[src/sv/swhs_pkg.sv]
package swhs_pkg;

   localparam int MAX_TRANSITIONS = 85;
   localparam int DATA_BITS       = 40;
   localparam int NUM_BYTES       = DATA_BITS / 8;
   localparam int BIT_COUNT_W     = $clog2(DATA_BITS + 1);
   localparam int TRANS_W         = 7;
   localparam int TICK_W          = 16;

   localparam logic [7:0]  RST_BIT_THRESHOLD = 8'd16;
   localparam logic [7:0]  RST_EDGE_TIMEOUT  = 8'd255;
   localparam logic [15:0] RST_START_LOW     = 16'd18000;
   localparam logic [9:0]  RST_START_HIGH    = 10'd40;

   typedef enum logic [1:0] {
      PH_IDLE,
      PH_LOW,
      PH_HIGH,
      PH_RECV
   } phase_type;

   typedef enum logic [1:0] {
      CSR_BIT_THRESHOLD,
      CSR_EDGE_TIMEOUT,
      CSR_START_LOW,
      CSR_START_HIGH
   } csr_index_type;

   typedef struct packed {
      logic [7:0]  bit_threshold;
      logic [7:0]  edge_timeout;
      logic [15:0] start_low_ticks;
      logic [9:0]  start_high_ticks;
   } cfg_type;

   typedef logic [NUM_BYTES-1:0][7:0] frame_bytes_type;

   typedef struct packed {
      logic            drive_enable;
      logic            drive_level;
      logic            busy_res;
      logic            done_res;
      logic            frame_ok;
      frame_bytes_type bytes;
   } rsp_type;

endpackage

[src/sv/swhs_unpack.sv]
module swhs_unpack (
   input  logic [swhs_pkg::DATA_BITS-1:0]   data_shift,
   input  logic [swhs_pkg::BIT_COUNT_W-1:0] bit_count,
   output swhs_pkg::frame_bytes_type        bytes,
   output logic                             sum_match
);

   logic [7:0] sum;

   // bytes fill from the msb side; a partial byte sits right-aligned
   always_comb begin
      logic [swhs_pkg::BIT_COUNT_W-1:0] lo;
      logic [swhs_pkg::BIT_COUNT_W-1:0] sh;
      logic [swhs_pkg::DATA_BITS-1:0]   tmp;
      logic [7:0]                       mask;
      lo   = '0;
      sh   = '0;
      tmp  = '0;
      mask = '0;
      for (int k = 0; k < swhs_pkg::NUM_BYTES; k++) begin
         lo = swhs_pkg::BIT_COUNT_W'(8 * k);
         if (bit_count <= lo) begin
            bytes[k] = '0;
         end else if (bit_count >= lo + swhs_pkg::BIT_COUNT_W'(8)) begin
            sh       = bit_count - lo - swhs_pkg::BIT_COUNT_W'(8);
            tmp      = data_shift >> sh;
            bytes[k] = tmp[7:0];
         end else begin
            sh       = bit_count - lo;
            mask     = 8'((9'd1 << sh) - 9'd1);
            bytes[k] = data_shift[7:0] & mask;
         end
      end
   end

   assign sum       = bytes[0] + bytes[1] + bytes[2] + bytes[3];
   assign sum_match = (sum == bytes[4]);

endmodule

[src/sv/swhs_core.sv]
module swhs_core (
   input  logic              clock,
   input  logic              reset,
   input  logic              step_en,
   input  logic              req_type,
   input  logic              pin_level,
   input  swhs_pkg::cfg_type cfg,
   output swhs_pkg::rsp_type res
);

   swhs_pkg::phase_type                   phase_ff, phase_in;
   logic [swhs_pkg::TICK_W-1:0]          tick_count_ff, tick_count_in;
   logic                                 last_level_ff, last_level_in;
   logic [swhs_pkg::TRANS_W-1:0]         trans_index_ff, trans_index_in;
   logic [swhs_pkg::BIT_COUNT_W-1:0]     bit_count_ff, bit_count_in;
   logic [swhs_pkg::DATA_BITS-1:0]       data_shift_ff, data_shift_in;

   logic                      drv_en;
   logic                      drv_lvl;
   logic                      finish;
   logic                      sum_match;
   swhs_pkg::frame_bytes_type bytes;

   always_ff @(posedge clock) begin
      if (reset) begin
         phase_ff       <= swhs_pkg::PH_IDLE;
         tick_count_ff  <= '0;
         last_level_ff  <= 1'b1;
         trans_index_ff <= '0;
         bit_count_ff   <= '0;
         data_shift_ff  <= '0;
      end else if (step_en) begin
         phase_ff       <= phase_in;
         tick_count_ff  <= tick_count_in;
         last_level_ff  <= last_level_in;
         trans_index_ff <= trans_index_in;
         bit_count_ff   <= bit_count_in;
         data_shift_ff  <= data_shift_in;
      end
   end

   always_comb begin
      phase_in       = phase_ff;
      tick_count_in  = tick_count_ff;
      last_level_in  = last_level_ff;
      trans_index_in = trans_index_ff;
      bit_count_in   = bit_count_ff;
      data_shift_in  = data_shift_ff;
      drv_en         = 1'b0;
      drv_lvl        = 1'b0;
      finish         = 1'b0;

      if (req_type) begin
         data_shift_in  = '0;
         bit_count_in   = '0;
         trans_index_in = '0;
         tick_count_in  = '0;
         last_level_in  = 1'b1;
         phase_in       = swhs_pkg::PH_LOW;
      end else begin
         unique case (phase_ff) inside
            swhs_pkg::PH_LOW, swhs_pkg::PH_HIGH: begin
               drv_en        = 1'b1;
               drv_lvl       = (phase_ff == swhs_pkg::PH_HIGH);
               tick_count_in = tick_count_ff + swhs_pkg::TICK_W'(1);
            end
            swhs_pkg::PH_RECV: begin
               if (pin_level == last_level_ff) begin
                  tick_count_in = tick_count_ff + swhs_pkg::TICK_W'(1);
               end else begin
                  // even-numbered edges from the fourth on close a data bit
                  if (trans_index_ff >= swhs_pkg::TRANS_W'(4) && !trans_index_ff[0] &&
                      bit_count_ff < swhs_pkg::BIT_COUNT_W'(swhs_pkg::DATA_BITS)) begin
                     data_shift_in = {data_shift_ff[swhs_pkg::DATA_BITS-2:0],
                                      (tick_count_ff > {8'd0, cfg.bit_threshold})};
                     bit_count_in  = bit_count_ff + swhs_pkg::BIT_COUNT_W'(1);
                  end
                  last_level_in  = pin_level;
                  tick_count_in  = swhs_pkg::TICK_W'(1);
                  trans_index_in = trans_index_ff + swhs_pkg::TRANS_W'(1);
                  if (trans_index_in >= swhs_pkg::TRANS_W'(swhs_pkg::MAX_TRANSITIONS)) begin
                     finish = 1'b1;
                  end
               end
               if (tick_count_in >= {8'd0, cfg.edge_timeout}) begin
                  finish = 1'b1;
               end
               if (finish) begin
                  phase_in = swhs_pkg::PH_IDLE;
               end
            end
            default: ;
         endcase
      end

      // zero-length start phases fall straight through
      if (phase_in == swhs_pkg::PH_LOW && tick_count_in >= cfg.start_low_ticks) begin
         phase_in      = swhs_pkg::PH_HIGH;
         tick_count_in = '0;
      end
      if (phase_in == swhs_pkg::PH_HIGH &&
          tick_count_in >= {6'd0, cfg.start_high_ticks}) begin
         phase_in       = swhs_pkg::PH_RECV;
         tick_count_in  = '0;
         last_level_in  = 1'b1;
         trans_index_in = '0;
      end

      // a request drives per the phase it leads to
      if (req_type) begin
         drv_en  = (phase_in == swhs_pkg::PH_LOW) || (phase_in == swhs_pkg::PH_HIGH);
         drv_lvl = (phase_in == swhs_pkg::PH_HIGH);
      end
   end

   swhs_unpack u_unpack (
      .data_shift (data_shift_in),
      .bit_count  (bit_count_in),
      .bytes      (bytes),
      .sum_match  (sum_match)
   );

   always_comb begin
      res.drive_enable = drv_en;
      res.drive_level  = drv_lvl;
      res.busy_res     = (phase_in != swhs_pkg::PH_IDLE);
      res.done_res     = finish;
      res.frame_ok     = finish && sum_match &&
                         (bit_count_in >= swhs_pkg::BIT_COUNT_W'(swhs_pkg::DATA_BITS));
      res.bytes        = bytes;
   end

   a_ok_needs_done: assert property (@(posedge clock) disable iff (reset)
      res.frame_ok |-> res.done_res)
      else $error("frame_ok without done");

   a_done_from_recv: assert property (@(posedge clock) disable iff (reset)
      step_en && res.done_res |-> phase_ff == swhs_pkg::PH_RECV && !req_type)
      else $error("frame finished outside receive phase");

   a_done_not_busy: assert property (@(posedge clock) disable iff (reset)
      res.done_res |-> !res.busy_res)
      else $error("busy after frame finished");

   a_bit_count_range: assert property (@(posedge clock) disable iff (reset)
      bit_count_ff <= swhs_pkg::BIT_COUNT_W'(swhs_pkg::DATA_BITS))
      else $error("bit count beyond frame length");

   a_req_clears: assert property (@(posedge clock) disable iff (reset)
      step_en && req_type |=> bit_count_ff == '0 && data_shift_ff == '0)
      else $error("request did not clear received data");

endmodule

[src/sv/single_wire_humidity_sensor_reader.sv]
// channel   | ports                                   | direction
// req       | req_valid/ready, req_type, req_pin_level | in, one transaction per tick or request
// rsp       | rsp_valid/ready, rsp_* result fields     | out, one transaction per req transaction
// csr       | csr_valid/ready, csr_index, csr_wdata    | in, register writes
// a req transaction lands in the input register; when the output register is free or draining,
// a step does the state update and captures the result for rsp; one per cycle sustained while rsp_ready holds.
// the output register stall backs up into the input register and then to req_ready.
// synchronous reset clears control state and loads register defaults; csr is always ready.
module single_wire_humidity_sensor_reader (
   input  logic        clock,
   input  logic        reset,
   input  logic        req_valid,
   output logic        req_ready,
   input  logic        req_type,
   input  logic        req_pin_level,
   output logic        rsp_valid,
   input  logic        rsp_ready,
   output logic        rsp_drive_enable,
   output logic        rsp_drive_level,
   output logic        rsp_busy_res,
   output logic        rsp_done_res,
   output logic        rsp_frame_ok,
   output logic [7:0]  rsp_humidity_int,
   output logic [7:0]  rsp_humidity_frac,
   output logic [7:0]  rsp_temp_int,
   output logic [7:0]  rsp_temp_frac,
   output logic [7:0]  rsp_check_byte,
   input  logic        csr_valid,
   output logic        csr_ready,
   input  logic [1:0]  csr_index,
   input  logic [15:0] csr_wdata
);

   swhs_pkg::cfg_type cfg_ff;
   logic              in_valid_ff;
   logic              in_req_ff;
   logic              in_pin_ff;
   logic              rsp_valid_ff;
   swhs_pkg::rsp_type rsp_ff;
   swhs_pkg::rsp_type core_res;
   logic              step_en;

   assign csr_ready = 1'b1;

   always_ff @(posedge clock) begin
      if (reset) begin
         cfg_ff.bit_threshold    <= swhs_pkg::RST_BIT_THRESHOLD;
         cfg_ff.edge_timeout     <= swhs_pkg::RST_EDGE_TIMEOUT;
         cfg_ff.start_low_ticks  <= swhs_pkg::RST_START_LOW;
         cfg_ff.start_high_ticks <= swhs_pkg::RST_START_HIGH;
      end else if (csr_valid) begin
         unique case (csr_index)
            swhs_pkg::CSR_BIT_THRESHOLD: cfg_ff.bit_threshold    <= csr_wdata[7:0];
            swhs_pkg::CSR_EDGE_TIMEOUT:  cfg_ff.edge_timeout     <= csr_wdata[7:0];
            swhs_pkg::CSR_START_LOW:     cfg_ff.start_low_ticks  <= csr_wdata;
            swhs_pkg::CSR_START_HIGH:    cfg_ff.start_high_ticks <= csr_wdata[9:0];
            default: ;
         endcase
      end
   end

   // stage 2 loads when the input register holds a request and the output register is free or draining
   assign step_en   = in_valid_ff && (!rsp_valid_ff || rsp_ready);
   assign req_ready = !in_valid_ff || step_en;

   always_ff @(posedge clock) begin
      if (reset) begin
         in_valid_ff <= 1'b0;
      end else if (req_ready) begin
         in_valid_ff <= req_valid;
      end
   end

   always_ff @(posedge clock) begin
      if (req_ready && req_valid) begin
         in_req_ff <= req_type;
         in_pin_ff <= req_pin_level;
      end
   end

   swhs_core u_core (
      .clock     (clock),
      .reset     (reset),
      .step_en   (step_en),
      .req_type  (in_req_ff),
      .pin_level (in_pin_ff),
      .cfg       (cfg_ff),
      .res       (core_res)
   );

   always_ff @(posedge clock) begin
      if (reset) begin
         rsp_valid_ff <= 1'b0;
      end else if (step_en) begin
         rsp_valid_ff <= 1'b1;
      end else if (rsp_ready) begin
         rsp_valid_ff <= 1'b0;
      end
   end

   always_ff @(posedge clock) begin
      if (step_en) begin
         rsp_ff <= core_res;
      end
   end

   assign rsp_valid         = rsp_valid_ff;
   assign rsp_drive_enable  = rsp_ff.drive_enable;
   assign rsp_drive_level   = rsp_ff.drive_level;
   assign rsp_busy_res      = rsp_ff.busy_res;
   assign rsp_done_res      = rsp_ff.done_res;
   assign rsp_frame_ok      = rsp_ff.frame_ok;
   assign rsp_humidity_int  = rsp_ff.bytes[0];
   assign rsp_humidity_frac = rsp_ff.bytes[1];
   assign rsp_temp_int      = rsp_ff.bytes[2];
   assign rsp_temp_frac     = rsp_ff.bytes[3];
   assign rsp_check_byte    = rsp_ff.bytes[4];

endmodule
[config.mk]
export PLATFORM = sky130hd
export DESIGN_NAME = single_wire_humidity_sensor_reader
export DESIGN_NICKNAME = d
export VERILOG_FILES = /design/src/sv/swhs_pkg.sv /design/src/sv/swhs_unpack.sv /design/src/sv/swhs_core.sv /design/src/sv/single_wire_humidity_sensor_reader.sv
export SDC_FILE = /design/constraint.sdc
export NUM_CORES = 1
export LEC_CHECK = 0
export BUFFER_PORTS_ARGS = -buffer_cell sky130_fd_sc_hd__buf_4
export CAP_MARGIN = 20
export CORE_MARGIN = 3
export CORE_UTILIZATION = 45
export DETAILED_ROUTE_END_ITERATION = 10
export GPL_ROUTABILITY_DRIVEN = 0
export SLEW_MARGIN = 10
export SYNTH_ARGS = -nofsm -noshare
export SYNTH_HDL_FRONTEND = slang
export SYNTH_SLANG_ARGS = --single-unit
[constraint.sdc]
create_clock -name clock -period 9.37 [get_ports clock]
set_clock_uncertainty 0.05 [all_clocks]
set_input_delay 1.874 -clock clock [delete_from_list [all_inputs] [get_ports clock]]
set_output_delay 1.874 -clock clock [all_outputs]
set_load 0.01 [all_outputs]
Word-level counts from Yosys, hierarchy flattened:

Cells that the tools add are included.

* add/sub/neg operators: 19
* $lt $le $gt $ge: 17
* equality and inequality tests: 13
* shift operators: 10
* multiplexer cells: 51
* bitwise gates (word level): 5
* reduce and logical (&&, ||, !) cells: 24

Operator list (number)
* right shift 40 x 6 -> 8 bit: 5
* 2-to-1 mux 40 bit: 4
* 2-to-1 mux 16 bit: 6
* 2-to-1 mux 8 bit: 10
* AND 8 bit: 5
* left shift 1 x 6 -> 8 bit, first input constant: 5
* subtractor 8 x 1 -> 8 bit, second input constant: 5
* one-hot mux 16 bit (2 select lines): 1
* subtractor 6 x 4 -> 6 bit, second input constant: 5
* 2-to-1 mux 7 bit: 4
* adder 8 bit: 3
* 2-to-1 mux 6 bit: 4
* 2-to-1 mux 1 bit: 17
* adder 16 x 1 -> 16 bit, second input constant: 1
* >= comparator 16 x 10 -> 1 bit: 1
* >= comparator 16 bit: 1
* >= comparator 16 x 8 -> 1 bit: 1
* greater-than comparator 16 x 8 -> 1 bit: 1
* == test 2 bit, second input constant: 6
* >= comparator 6 x 5 -> 1 bit, second input constant: 2
* >= comparator 6 bit, second input constant: 2
* <= comparator 6 x 5 -> 1 bit, second input constant: 2
* subtractor 6 x 5 -> 6 bit, second input constant: 2
* 2-to-1 mux 2 bit: 5
* other kinds (23): 41

* flip-flop bits (word level): 163
* bits of input ports: 25
* output and inout port bits: 48
* word-level logic and storage cells: 163

Depth between registers and ports, before layout:

Gate-level depths: netlist (run 1).

* depth after elaboration: 20
* mapped depth: 38
* gate-level depth less buffers: 34

Hierarchy:

From an unflattened synthesis (run 1), not the netlist that was laid out.

* cell total of the unflattened synthesis: 1659
* area, all modules: 14610.3 µm²

By module, submodules not included
* swhs_core: instances 1, cells each 720, area an instance 5694.2 µm², seq. area each 1441.4 µm²
* swhs_unpack: instances 1, cells each 712, area an instance 5690.5 µm², seq. area each 0.0 µm²
* single_wire_humidity_sensor_reader: instances 1, cells each 227, area an instance 3225.6 µm², seq. area each 2292.2 µm²

Worst setup path after synthesis (run 1):

No wires, ideal clock.

* kind: flip-flop to flip-flop
* start: reg u_core.trans_index_ff[3] (netlist bit)
* end: reg rsp_ff, in the netlist rsp_frame_ok (data pin)
* setup time: 0.170 ns
* arrival: 7.735 ns
* data required time: 9.150 ns
* setup slack: 1.415 ns
* cell stages (with the launch flop): 38
* buffers on the path: 4
* period minus slack after synthesis: 7.955 ns
* cells stage by stage: dfxtp_1 -> or4_4 -> o211a_1 -> and3_1 -> buf_6 -> and3_1 -> xnor2_2 -> or2_1 -> buf_2 -> buf_1 -> ha_1 -> clkbuf_1 -> nand2_1 -> nor2_1 -> nand2_1 -> nor2_1 -> inv_1 -> ha_1 -> [2 not listed] -> nand2_1 -> o211ai_1 -> fa_1 -> inv_1 -> fa_1 -> ha_1 -> a21o_1 -> a21oi_1 -> o21bai_1 -> a21oi_1 -> xnor2_1 -> or3_1 -> a21oi_1 -> o311ai_0 -> a41o_1 -> nor4_1 -> nand4_1 -> nor4_2

RTL lines
* start: declaration: line swhs_core.sv:14 `logic [swhs_pkg::TRANS_W-1:0] trans_index_ff, trans_index_in;`
* start signal: assignment: line swhs_core.sv:36 `trans_index_ff <= trans_index_in;`
* end signal: assignment: line single_wire_humidity_sensor_reader.sv:103 `rsp_ff <= core_res;`
* end: declaration: line single_wire_humidity_sensor_reader.sv:39 `swhs_pkg::rsp_type rsp_ff;`

==> metrics.cfg, run 1 <==
[timing]
finalSetupViolations=0
max_slew_margin_pct=22.9
hold_ws_ps=409
timing.final.ws_setup_ps=876
max_freq_mhz=118
hold_viol_final=0
min_period_ps=8490
tightest_slew_ps=1160
grt_setup_unrepaired=false
drv_slew=0
fin_tns_setup_ps=0
fin_crit_sh_pct=90.6

[yosys]
synthTopCellsByArea=dfxtp_1 16%, edfxtp_1 10%, mux2i_1 6.7%, ha_1 6.3%, a21oi_1 5.2%
synth.avg_cell_area_um2=7.86
yosys_most_used_dff=dfxtp_1
synth-async-reset-ratio_pct=0
synth_enable_flop_cells=47
syn_nets=1913
syn_area_um2=14200
ys_seq_area_share_pct=26.4
yosys.area.top_type_share_pct=16.4
yosys.area.top_type=dfxtp_1
ys_ff_latch=163
syn-instance-count=1803
yosysUniqueCellTypes=97
ys_warn_count=0

[finish]
syn2layout_area_growth_pct=9.84
diodes=0
final_cells=2213
fin_util_pct=50.5
finish.instance_area_um2=15600
layout.nets=1914
fillers=2987
drive_gt1_share_pct=12.0

[clock_network]
htreeDepth=4
root_buffer=clkbuf_16
hold_buffers=0
cts_max_path_buffers=2
post-cts-setup-buffers=0
insertion_delay_ps=450
path_clk_slew_ps=80
cts_tree=done
cts_resized=0
cts_made_buffers=17
cts.sinks=163

[drt]
via_per_inst=6.34
firstDrtPassIters=6
vias=14000
wire_per_inst_um=21.1
first_iter_violations=1737
postRouteWirelength_um=46600
drc=0
postRouteAntennaNets=0

[worst_setup_path]
crit_required_ps=9590
worstReg2RegEnd=rsp_frame_ok
critPathLaunchType=flop
cp_slowest_cell=xor2_1
endpoint_kind=flop
arrival_ps=8720
crit_fanout=13
crit_top_cell=a21oi_1
r2r_cells=29
r2r_setup_slack_ps=880
worstReg2RegStart=u_core.phase_ff[0]
max_stage_delay_ps=750
path_class=reg2reg

[die]
start_util_pct=45.9
core-area_um2=30800
dieArea_um2=33600
rows=64
top_level_ports=73
die_w_um=183
die_height_um=183

[worst_hold_path]
min_path_type=reg2reg
hold_start=cfg_ff[11]
min_to=cfg_ff[11]
hold_depth=2

[global_routing]
grt_max_degree=75
grt_pass1_wl_um=72900
grt_overflow=0
grt_util_all_layers_pct=27.2
grt_pass1_vias=12700
antenna_found_initial=0

[flow_run]
drv_cap=0

[power_and_ir_drop]
vdd_ir_drop_max_uv=127
p_leak_nw=5.84
power.density_nw_per_um2=103
fin_total_pwr_mw=1.60

[outcome]
status=finished clean

[place]
dp_hpwl_um=34500
post_dp_cell_area_um2=15000
dpl.cell_count=2181
post-place-ws_ps=1080
portBuffers=71

flip-flops by register name (all words and copies together) (netlist names), 2 cells and up:
register / count
u_core.tick_count_ff: 16
u_core.data_shift_ff: 40
rsp_humidity_frac: 8
u_core.phase_ff: 2
rsp_humidity_int: 8
rsp_temp_int: 8
cfg_ff: 42
rsp_temp_frac: 8
rsp_check_byte: 8
u_core.bit_count_ff: 6
u_core.trans_index_ff: 7
power by group:
group | switching, mW | leakage, nW | total, mW | internal, mW
combinational | 0.0805 | 4.20 | 0.124 | 0.0433
clock | 0.347 | 0.281 | 0.726 | 0.379
sequential | 0.00922 | 1.36 | 0.751 | 0.742
cells by family (layout without fill, tap and decap cells):
group           after synthesis  after routing  synth area share, %
other cells                   1              1               0.0265
xor+xnor                     40             40                 2.88
flops                       163            163                 26.4
fa+ha+maj                    85             85                 8.25
mux                         126            126                 10.1
simple gates                642            642                 21.1
buf+inv                     224            238                 6.52
compound gates              522            522                 24.7
worst max-delay path by stage:
stage                                  start      endpoint  slack (ps)  cells past startpoint
finish                    u_core.phase_ff[0]  rsp_frame_ok         880                     29
detailed placement        u_core.phase_ff[0]  rsp_frame_ok        1080                     29
CTS                       u_core.phase_ff[0]  rsp_frame_ok        1040                     29
global placement    u_core.trans_index_ff[3]  rsp_frame_ok        1270                     30
global route              u_core.phase_ff[0]  rsp_frame_ok         290                     30
floorplan           u_core.trans_index_ff[3]  rsp_frame_ok        1410                     37
cell usage after synthesis (20+ instances only):
| cell type | count |
|---|---|
| nor2_1 | 195 |
| nand2_1 | 194 |
| a21oi_1 | 147 |
| dfxtp_1 | 116 |
| mux2i_1 | 95 |
| inv_1 | 89 |
| o21ai_0 | 89 |
| clkbuf_1 | 78 |
| nand3_1 | 72 |
| ha_1 | 71 |
| a22oi_1 | 54 |
| edfxtp_1 | 47 |
| nor3_1 | 36 |
| a31oi_1 | 30 |
| buf_2 | 30 |
| a21o_1 | 28 |
| xnor2_1 | 28 |
| nor2b_1 | 20 |
cells in the final DEF (no fill, tap or decap), types with 7 or more instances in the layout:
cell       instances
a32oi_1           10
mux2_2            18
a211oi_1          15
edfxtp_1          47
o21ai_0           88
nor2_1           195
xnor2_1           28
o211ai_1          13
a21o_1            28
and2_1            19
a31oi_1           30
nand3_1           72
o21a_1             7
dfxtp_1          114
a21oi_1          146
o21ai_1            7
and3_1            18
o31ai_1            7
a22oi_1           54
o2bb2ai_1          8
nor4_1             7
a211o_1           16
nand2b_1           8
or3_1             12
nor2b_1           20
nand4_1           15
nand2_1          194
nor3b_1            8
fa_1              14
nor3_1            35
mux4_2            12
buf_4            111
clkbuf_16         17
nand3b_1          11
inv_1             89
ha_1              70
mux2i_1           95
final cells by class:
class | instances | area, um2 | share of cell area (%)
Clock buffer | 17 | 425 | 2.73
Clock inverter | 15 | 169 | 1.09
Inverter | 93 | 349 | 2.24
Multi-Input combinational cell | 1416 | 9530 | 61.3
Sequential cell | 163 | 3740 | 24.0
Tap cell | 396 | 495 | 3.18
Timing Repair Buffer | 113 | 853 | 5.48
layer usage:
layer,share of wire (%),global-route usage (%),vias up
met1,46,39.8,6696
met2,43,40.5,684
met5,0,0,-
met4,2.8,8.56,0
li1,-,-,6559
met3,8.9,4.87,97
critical path, delay by kind of cell (launching register included):
kind | cells | cell delay [ps]
DFF | 1 | 430
buffers and inverters | 2 | 140
adders and majority gates | 6 | 2660
AOI/OAI and AO/OA | 7 | 1310
xor gates and xnor gates | 3 | 1000
and+or+nand+nor | 11 | 2680
Note: power is estimated with default switching activity, not from simulation.
==> run 2: changes to the inputs <==
--- a/config.mk
+++ b/config.mk
@@ -7,7 +7,6 @@
 export LEC_CHECK = 0
 export BUFFER_PORTS_ARGS = -buffer_cell sky130_fd_sc_hd__buf_4
 export CAP_MARGIN = 20
-export CORE_MARGIN = 3
 export CORE_UTILIZATION = 45
 export DETAILED_ROUTE_END_ITERATION = 10
 export GPL_ROUTABILITY_DRIVEN = 0
==> run 2 against run 1 <==
Net effect: the flow now finishes with violations (DRC); core utilization shrank 0.13 points; setup slack lost 130 ps; sequential power is essentially flat; count of clock-buffer cells in the layout grew 1; global-route usage grew 1.0 points; largest power group unchanged; die area shrank 4.3%; non-clock buffer count shrank 7.
==> metrics.cfg, run 2 (synthesis gave the netlist of run 1 again) <==
[clock_network]
htreeDepth=4  ; unchanged
post-cts-setup-buffers=0  ; unchanged
root_buffer=clkbuf_16
cts_tree=done
path_clk_slew_ps=80  ; about the same
cts_made_buffers=17  ; unchanged
insertion_delay_ps=450  ; about the same
hold_buffers=0  ; unchanged
cts_max_path_buffers=2  ; unchanged
cts_resized=0  ; unchanged
cts.sinks=163  ; unchanged

[worst_setup_path]
critPathLaunchType=flop
path_class=reg2reg
arrival_ps=8840  ; +120 ps
crit_required_ps=9590  ; about the same
crit_top_cell=a21oi_1
cp_slowest_cell=xor2_1
crit_fanout=16  ; +3
endpoint_kind=flop
max_stage_delay_ps=700  ; -50 ps
worstReg2RegStart=u_core.phase_ff[0]
worstSetupStartpoint=u_core.phase_ff[0]

[power_and_ir_drop]
power_switching_mw=0.426  ; -2.3%
vdd_ir_drop_max_uv=113  ; -11%
fin_total_pwr_mw=1.57  ; -2.2%
sw_frac_of_total_pct=27.2  ; -0.033 points
p_seq_share_pct=48.0  ; +1.1 points
p_leak_nw=5.80  ; -0.65%
power.density_nw_per_um2=101  ; -1.7%
power.share.combinational_pct=7.9  ; +0.2 points
clkPwrFrac_pct=44.1  ; -1.2 points
p_int_mw=1.14  ; -2.1%

[timing]
tightest_slew_ps=1050  ; -108 ps
fin_tns_setup_ps=0  ; unchanged
grt_setup_unrepaired=false
min_period_ps=8620  ; +131 ps
fin_crit_sh_pct=92.0  ; +1.4 points
drv_slew=0  ; unchanged
max_freq_mhz=116  ; -1.5%
max_slew_margin_pct=30.2  ; +7.2 points
hold_viol_final=0  ; unchanged
finalSetupViolations=0  ; unchanged

[finish]
syn2layout_area_growth_pct=9.28
finish.instance_area_um2=15500  ; -0.51%
reg_top3=cfg_ff (42), u_core.data_shift_ff (40), u_core.tick_count_ff (16)
diodes=0  ; unchanged
drive_gt1_share_pct=11.8  ; -0.23 points
top_register=cfg_ff
mostFrequentLayoutCells=194 x nor2_1, 194 x nand2_1, 146 x a21oi_1, 114 x dfxtp_1, 105 x buf_4
fin_util_pct=50.3  ; -0.13 points
largest_reg_flops=42  ; unchanged
layout.nets=1907  ; -0.37%
final_cells=2206  ; -0.32%

[global_routing]
antenna_found_initial=0  ; unchanged
grt_pass1_vias=12700  ; +0.33%
grt_overflow=0  ; unchanged
grt_max_degree=77  ; +2.7%
grt_pass1_wl_um=72300  ; -0.80%
grt_util_all_layers_pct=28.2  ; +1.0 points

[place]
dp_hpwl_um=34100  ; -1.1%
portBuffers=71  ; unchanged
dpl.cell_count=2174  ; -0.32%
post_dp_cell_area_um2=14900  ; -0.33%

[drt]
postRouteWirelength_um=46000  ; -1.3%
via_per_inst=6.26  ; -1.4%
firstDrtPassIters=9  ; +3
vias=13800  ; -1.7%
first_iter_violations=1644  ; -5.4%
drc=18  ; +18
wire_per_inst_um=20.9  ; -1.0%
postRouteAntennaNets=0  ; unchanged

[outcome]
status=complete, but fails checks
violations=DRC

[die]
die_w_um=179  ; -2.2%
core-area_um2=30700  ; -0.26%
rows=64  ; unchanged
dieArea_um2=32200  ; -4.3%
start_util_pct=46.1  ; +0.12 points
top_level_ports=73  ; unchanged
die_height_um=179  ; -2.2%

[flow_run]
drv_cap=0  ; unchanged

[worst_hold_path]
hold_start=cfg_ff[21]
min_path_type=reg2reg

run 2: metrics by stage:
step           hold WS (ps)  setup WS [ps]
3_5_place_dp            398            942
3_3_place_gp            393           1220
2_1_floorplan           386           1410
4_1_cts                 409            928
6_report                407            746
5_1_grt                 424            199
run 2: final timing paths:
| check | end | slack, ps | cells after the start |
|---|---|---|---|
| hold reg to reg | cfg_ff[21] | 410 | 2 |
| hold / removal | cfg_ff[21] | 410 | 2 |
| setup / recovery | rsp_frame_ok | 750 | 31 |
| setup reg to reg | rsp_frame_ok | 750 | 31 |
run 2: layout make-up:
type / instances / area [um2]
clock buffer: 18 / 439
clock inverter: 14 / 123
fill: 3003 / 15300
inverter: 93 / 349
multi-input combinational: 1416 / 9530
sequential: 163 / 3740
tap: 396 / 495
timing repair buffer: 106 / 803
run 2: critical path: cells and delay by family, from the launching register on:
family,cells,cell delay (ps)
AND/OR/NAND/NOR,11,2630
flip-flops,1,440
buffers and inverters,4,630
adder cells (fa/ha/maj),6,2360
XOR/XNOR,3,930
AO/OA/AOI/OAI,7,1390
run 2: per-layer routing:
layer | vias to the layer above | wire length (um) | global-route usage [%]
li1 | 6548 | - | -
met1 | 6545 | 21600 | 41.0
met2 | 619 | 19800 | 42.4
met3 | 88 | 3390 | 3.83
met4 | 0 | 1280 | 10.3
met5 | - | 0 | 0
run 2: power by group through the flow:
stage | Sequential [mW] | Clock [mW] | Combinational [mW]
finish | 0.751 | 0.691 | 0.124
global route | 0.754 | 0.731 | 0.137
CTS | 0.752 | 0.707 | 0.123
detailed placement | 0.768 | 0 | 0.123
global placement | 0.767 | 0 | 0.120
floorplan | 0.770 | 0 | 0.0661
==> run 3: changes to the inputs <==
==> constraint.sdc (replaced) <==
create_clock -name clock -period 8.2 [get_ports clock]
set_clock_uncertainty 0.05 [all_clocks]
set_input_delay 1.64 -clock clock [delete_from_list [all_inputs] [get_ports clock]]
set_output_delay 1.64 -clock clock [all_outputs]
set_load 0.01 [all_outputs]
==> run 3 against run 2 <==
Net effect: the run now ends clean; setup slack lost 410 ps; combinational power increased by 17%; routed wire length up 3.0%; clock power rose by 26%; first-iteration DRC count grew 7.4%; critical path type unchanged; core utilization up 1.2 points.
==> metrics.cfg, run 3 (synthesis gave the netlist of run 1 again) <==
[power_and_ir_drop]
p_seq_share_pct=45.8  ; -2.2 points
power_switching_mw=0.493  ; +16%
p_leak_nw=6.00  ; +3.5%
power.share.combinational_pct=7.8  ; about the same
power.density_nw_per_um2=118  ; +17%
clkPwrFrac_pct=46.4  ; +2.3 points
p_int_mw=1.38  ; +21%
sw_frac_of_total_pct=26.4  ; -0.86 points
fin_total_pwr_mw=1.87  ; +19%
vdd_ir_drop_max_uv=125  ; +10%

[clock_network]
cts.sinks=163  ; unchanged
hold_buffers=0  ; unchanged
cts_made_buffers=17  ; unchanged
insertion_delay_ps=450  ; about the same
cts_max_path_buffers=2  ; unchanged
path_clk_slew_ps=70  ; about the same
htreeDepth=4  ; unchanged
root_buffer=clkbuf_16
cts_tree=done

[worst_setup_path]
crit_fanout=10  ; -6
critPathLaunchType=flop
arrival_ps=8080  ; -760 ps
max_stage_delay_ps=550  ; -150 ps
crit_top_cell=a21oi_1
cp_slowest_cell=or4_4
crit_required_ps=8420  ; -1170 ps
path_class=reg2reg
endpoint_kind=flop

[global_routing]
grt_max_degree=72  ; -6.5%
antenna_found_initial=0  ; unchanged
grt_pass1_vias=12800  ; +1.1%
grt_pass1_wl_um=74500  ; +3.1%
grt_util_all_layers_pct=29.2  ; +1.0 points
grt_overflow=0  ; unchanged

[drt]
vias=14200  ; +2.6%
wire_per_inst_um=21.2  ; +1.4%
firstDrtPassIters=9  ; unchanged
drc=0  ; -18
postRouteWirelength_um=47400  ; +3.0%
via_per_inst=6.32  ; +1.0%
postRouteAntennaNets=0  ; unchanged
first_iter_violations=1766  ; +7.4%

[die]
die_height_um=179  ; unchanged
core-area_um2=30700  ; unchanged
top_level_ports=73  ; unchanged
rows=64  ; unchanged
dieArea_um2=32200  ; unchanged
start_util_pct=46.1  ; unchanged
die_w_um=179  ; unchanged

[timing]
fin_tns_setup_ps=0  ; unchanged
tightest_slew_ps=849  ; -198 ps
max_freq_mhz=127  ; +9.7%
max_slew_margin_pct=43.4  ; +13 points
hold_viol_final=0  ; unchanged
finalSetupViolations=0  ; unchanged
min_period_ps=7860  ; -763 ps
drv_slew=0  ; unchanged
fin_crit_sh_pct=95.9  ; +3.8 points
hold_ws_ps=407  ; -0.0620 ps

[finish]
finish.instance_area_um2=15900  ; +2.5%
reg_top3=cfg_ff (42), u_core.data_shift_ff (40), u_core.tick_count_ff (16)
drive_gt1_share_pct=14.1  ; +2.3 points
layout.nets=1942  ; +1.8%
mostFrequentLayoutCells=193 x nand2_1, 192 x nor2_1, 144 x a21oi_1, 139 x buf_4, 114 x dfxtp_1
syn2layout_area_growth_pct=12.0
diodes=0  ; unchanged
largest_reg_flops=42  ; unchanged
fillers=2917  ; -2.9%
final_common_cell=nand2_1
top_register=cfg_ff

[worst_hold_path]
min_path_type=reg2reg

[outcome]
status=finished clean

[place]
dp_hpwl_um=35000  ; +2.7%
post_dp_cell_area_um2=15100  ; +1.6%
portBuffers=71  ; unchanged

[flow_run]
drv_cap=0  ; unchanged

run 3: cell types whose count changed in the layout (fill, tap and decap cells not counted), sizes merged:
| cell | before | now |
|---|---|---|
| buf | 106 | 141 |
| bufinv | 0 | 2 |
| clkbuf | 18 | 19 |
| clkinv | 8 | 4 |
| clkinvlp | 1 | 0 |
| inv | 98 | 100 |
run 3: layout make-up:
type	count	area, um2	area share (%)
tap	396	495	3.12
clock buffer	19	453	2.86
sequential	163	3740	23.6
multi-input combinational	1416	9590	60.5
clock inverter	13	168	1.06
timing repair buffer	141	1070	6.72
inverter	93	349	2.20
run 3: worst max-delay path: cells and delay by family, from the launching register on:
kind                       cells  cell delay (ps)
buffers and inverters          3              350
adders and majority gates      5             1960
xor gates and xnor gates       3              520
and+or+nand+nor               12             2850
AOI/OAI and AO/OA              8             1590
DFF                            1              330
run 3: power groups by stage:
stage	clock network, mW	registers (mW)	logic, mW
after CTS	0.884	0.857	0.144
final	0.868	0.857	0.145
after detailed placement	0	0.876	0.143
after global placement	0	0.876	0.141
after global routing	0.921	0.860	0.160
after floorplan	0	0.880	0.0756
run 3: worst paths after layout:
check / from / endpoint / slack [ps] / cells after the start
worst max-delay path: u_core.trans_index_ff[3] / rsp_frame_ok / 340 / 31
worst min-delay path: cfg_ff[6] / cfg_ff[6] / 410 / 2
worst max register to register: u_core.trans_index_ff[3] / rsp_frame_ok / 340 / 31
worst min register to register: cfg_ff[6] / cfg_ff[6] / 410 / 2
run 3: through the flow:
step | util (%) | setup WS (ps) | cells
final | 51.6 | 338 | 2241
after global routing | 51.6 | -30.4 | 2241
after CTS | 51.3 | 186 | 2238
after detailed placement | 49.3 | 223 | 2206
after global placement | 49.3 | 448 | 2206
after floorplan | - | 245 | 1803
run 3: layer usage:
layer | GRT usage, % | wire length, um
met1 | 42.6 | 21600
met2 | 43.6 | 20500
met3 | 4.40 | 3910
met4 | 10.3 | 1410
met5 | 0 | 0
run 3: timing repair:
action,in CTS,in global routing
endpoints found under the setup margin,0,1
resized for setup,0,16
setup buffers,0,2
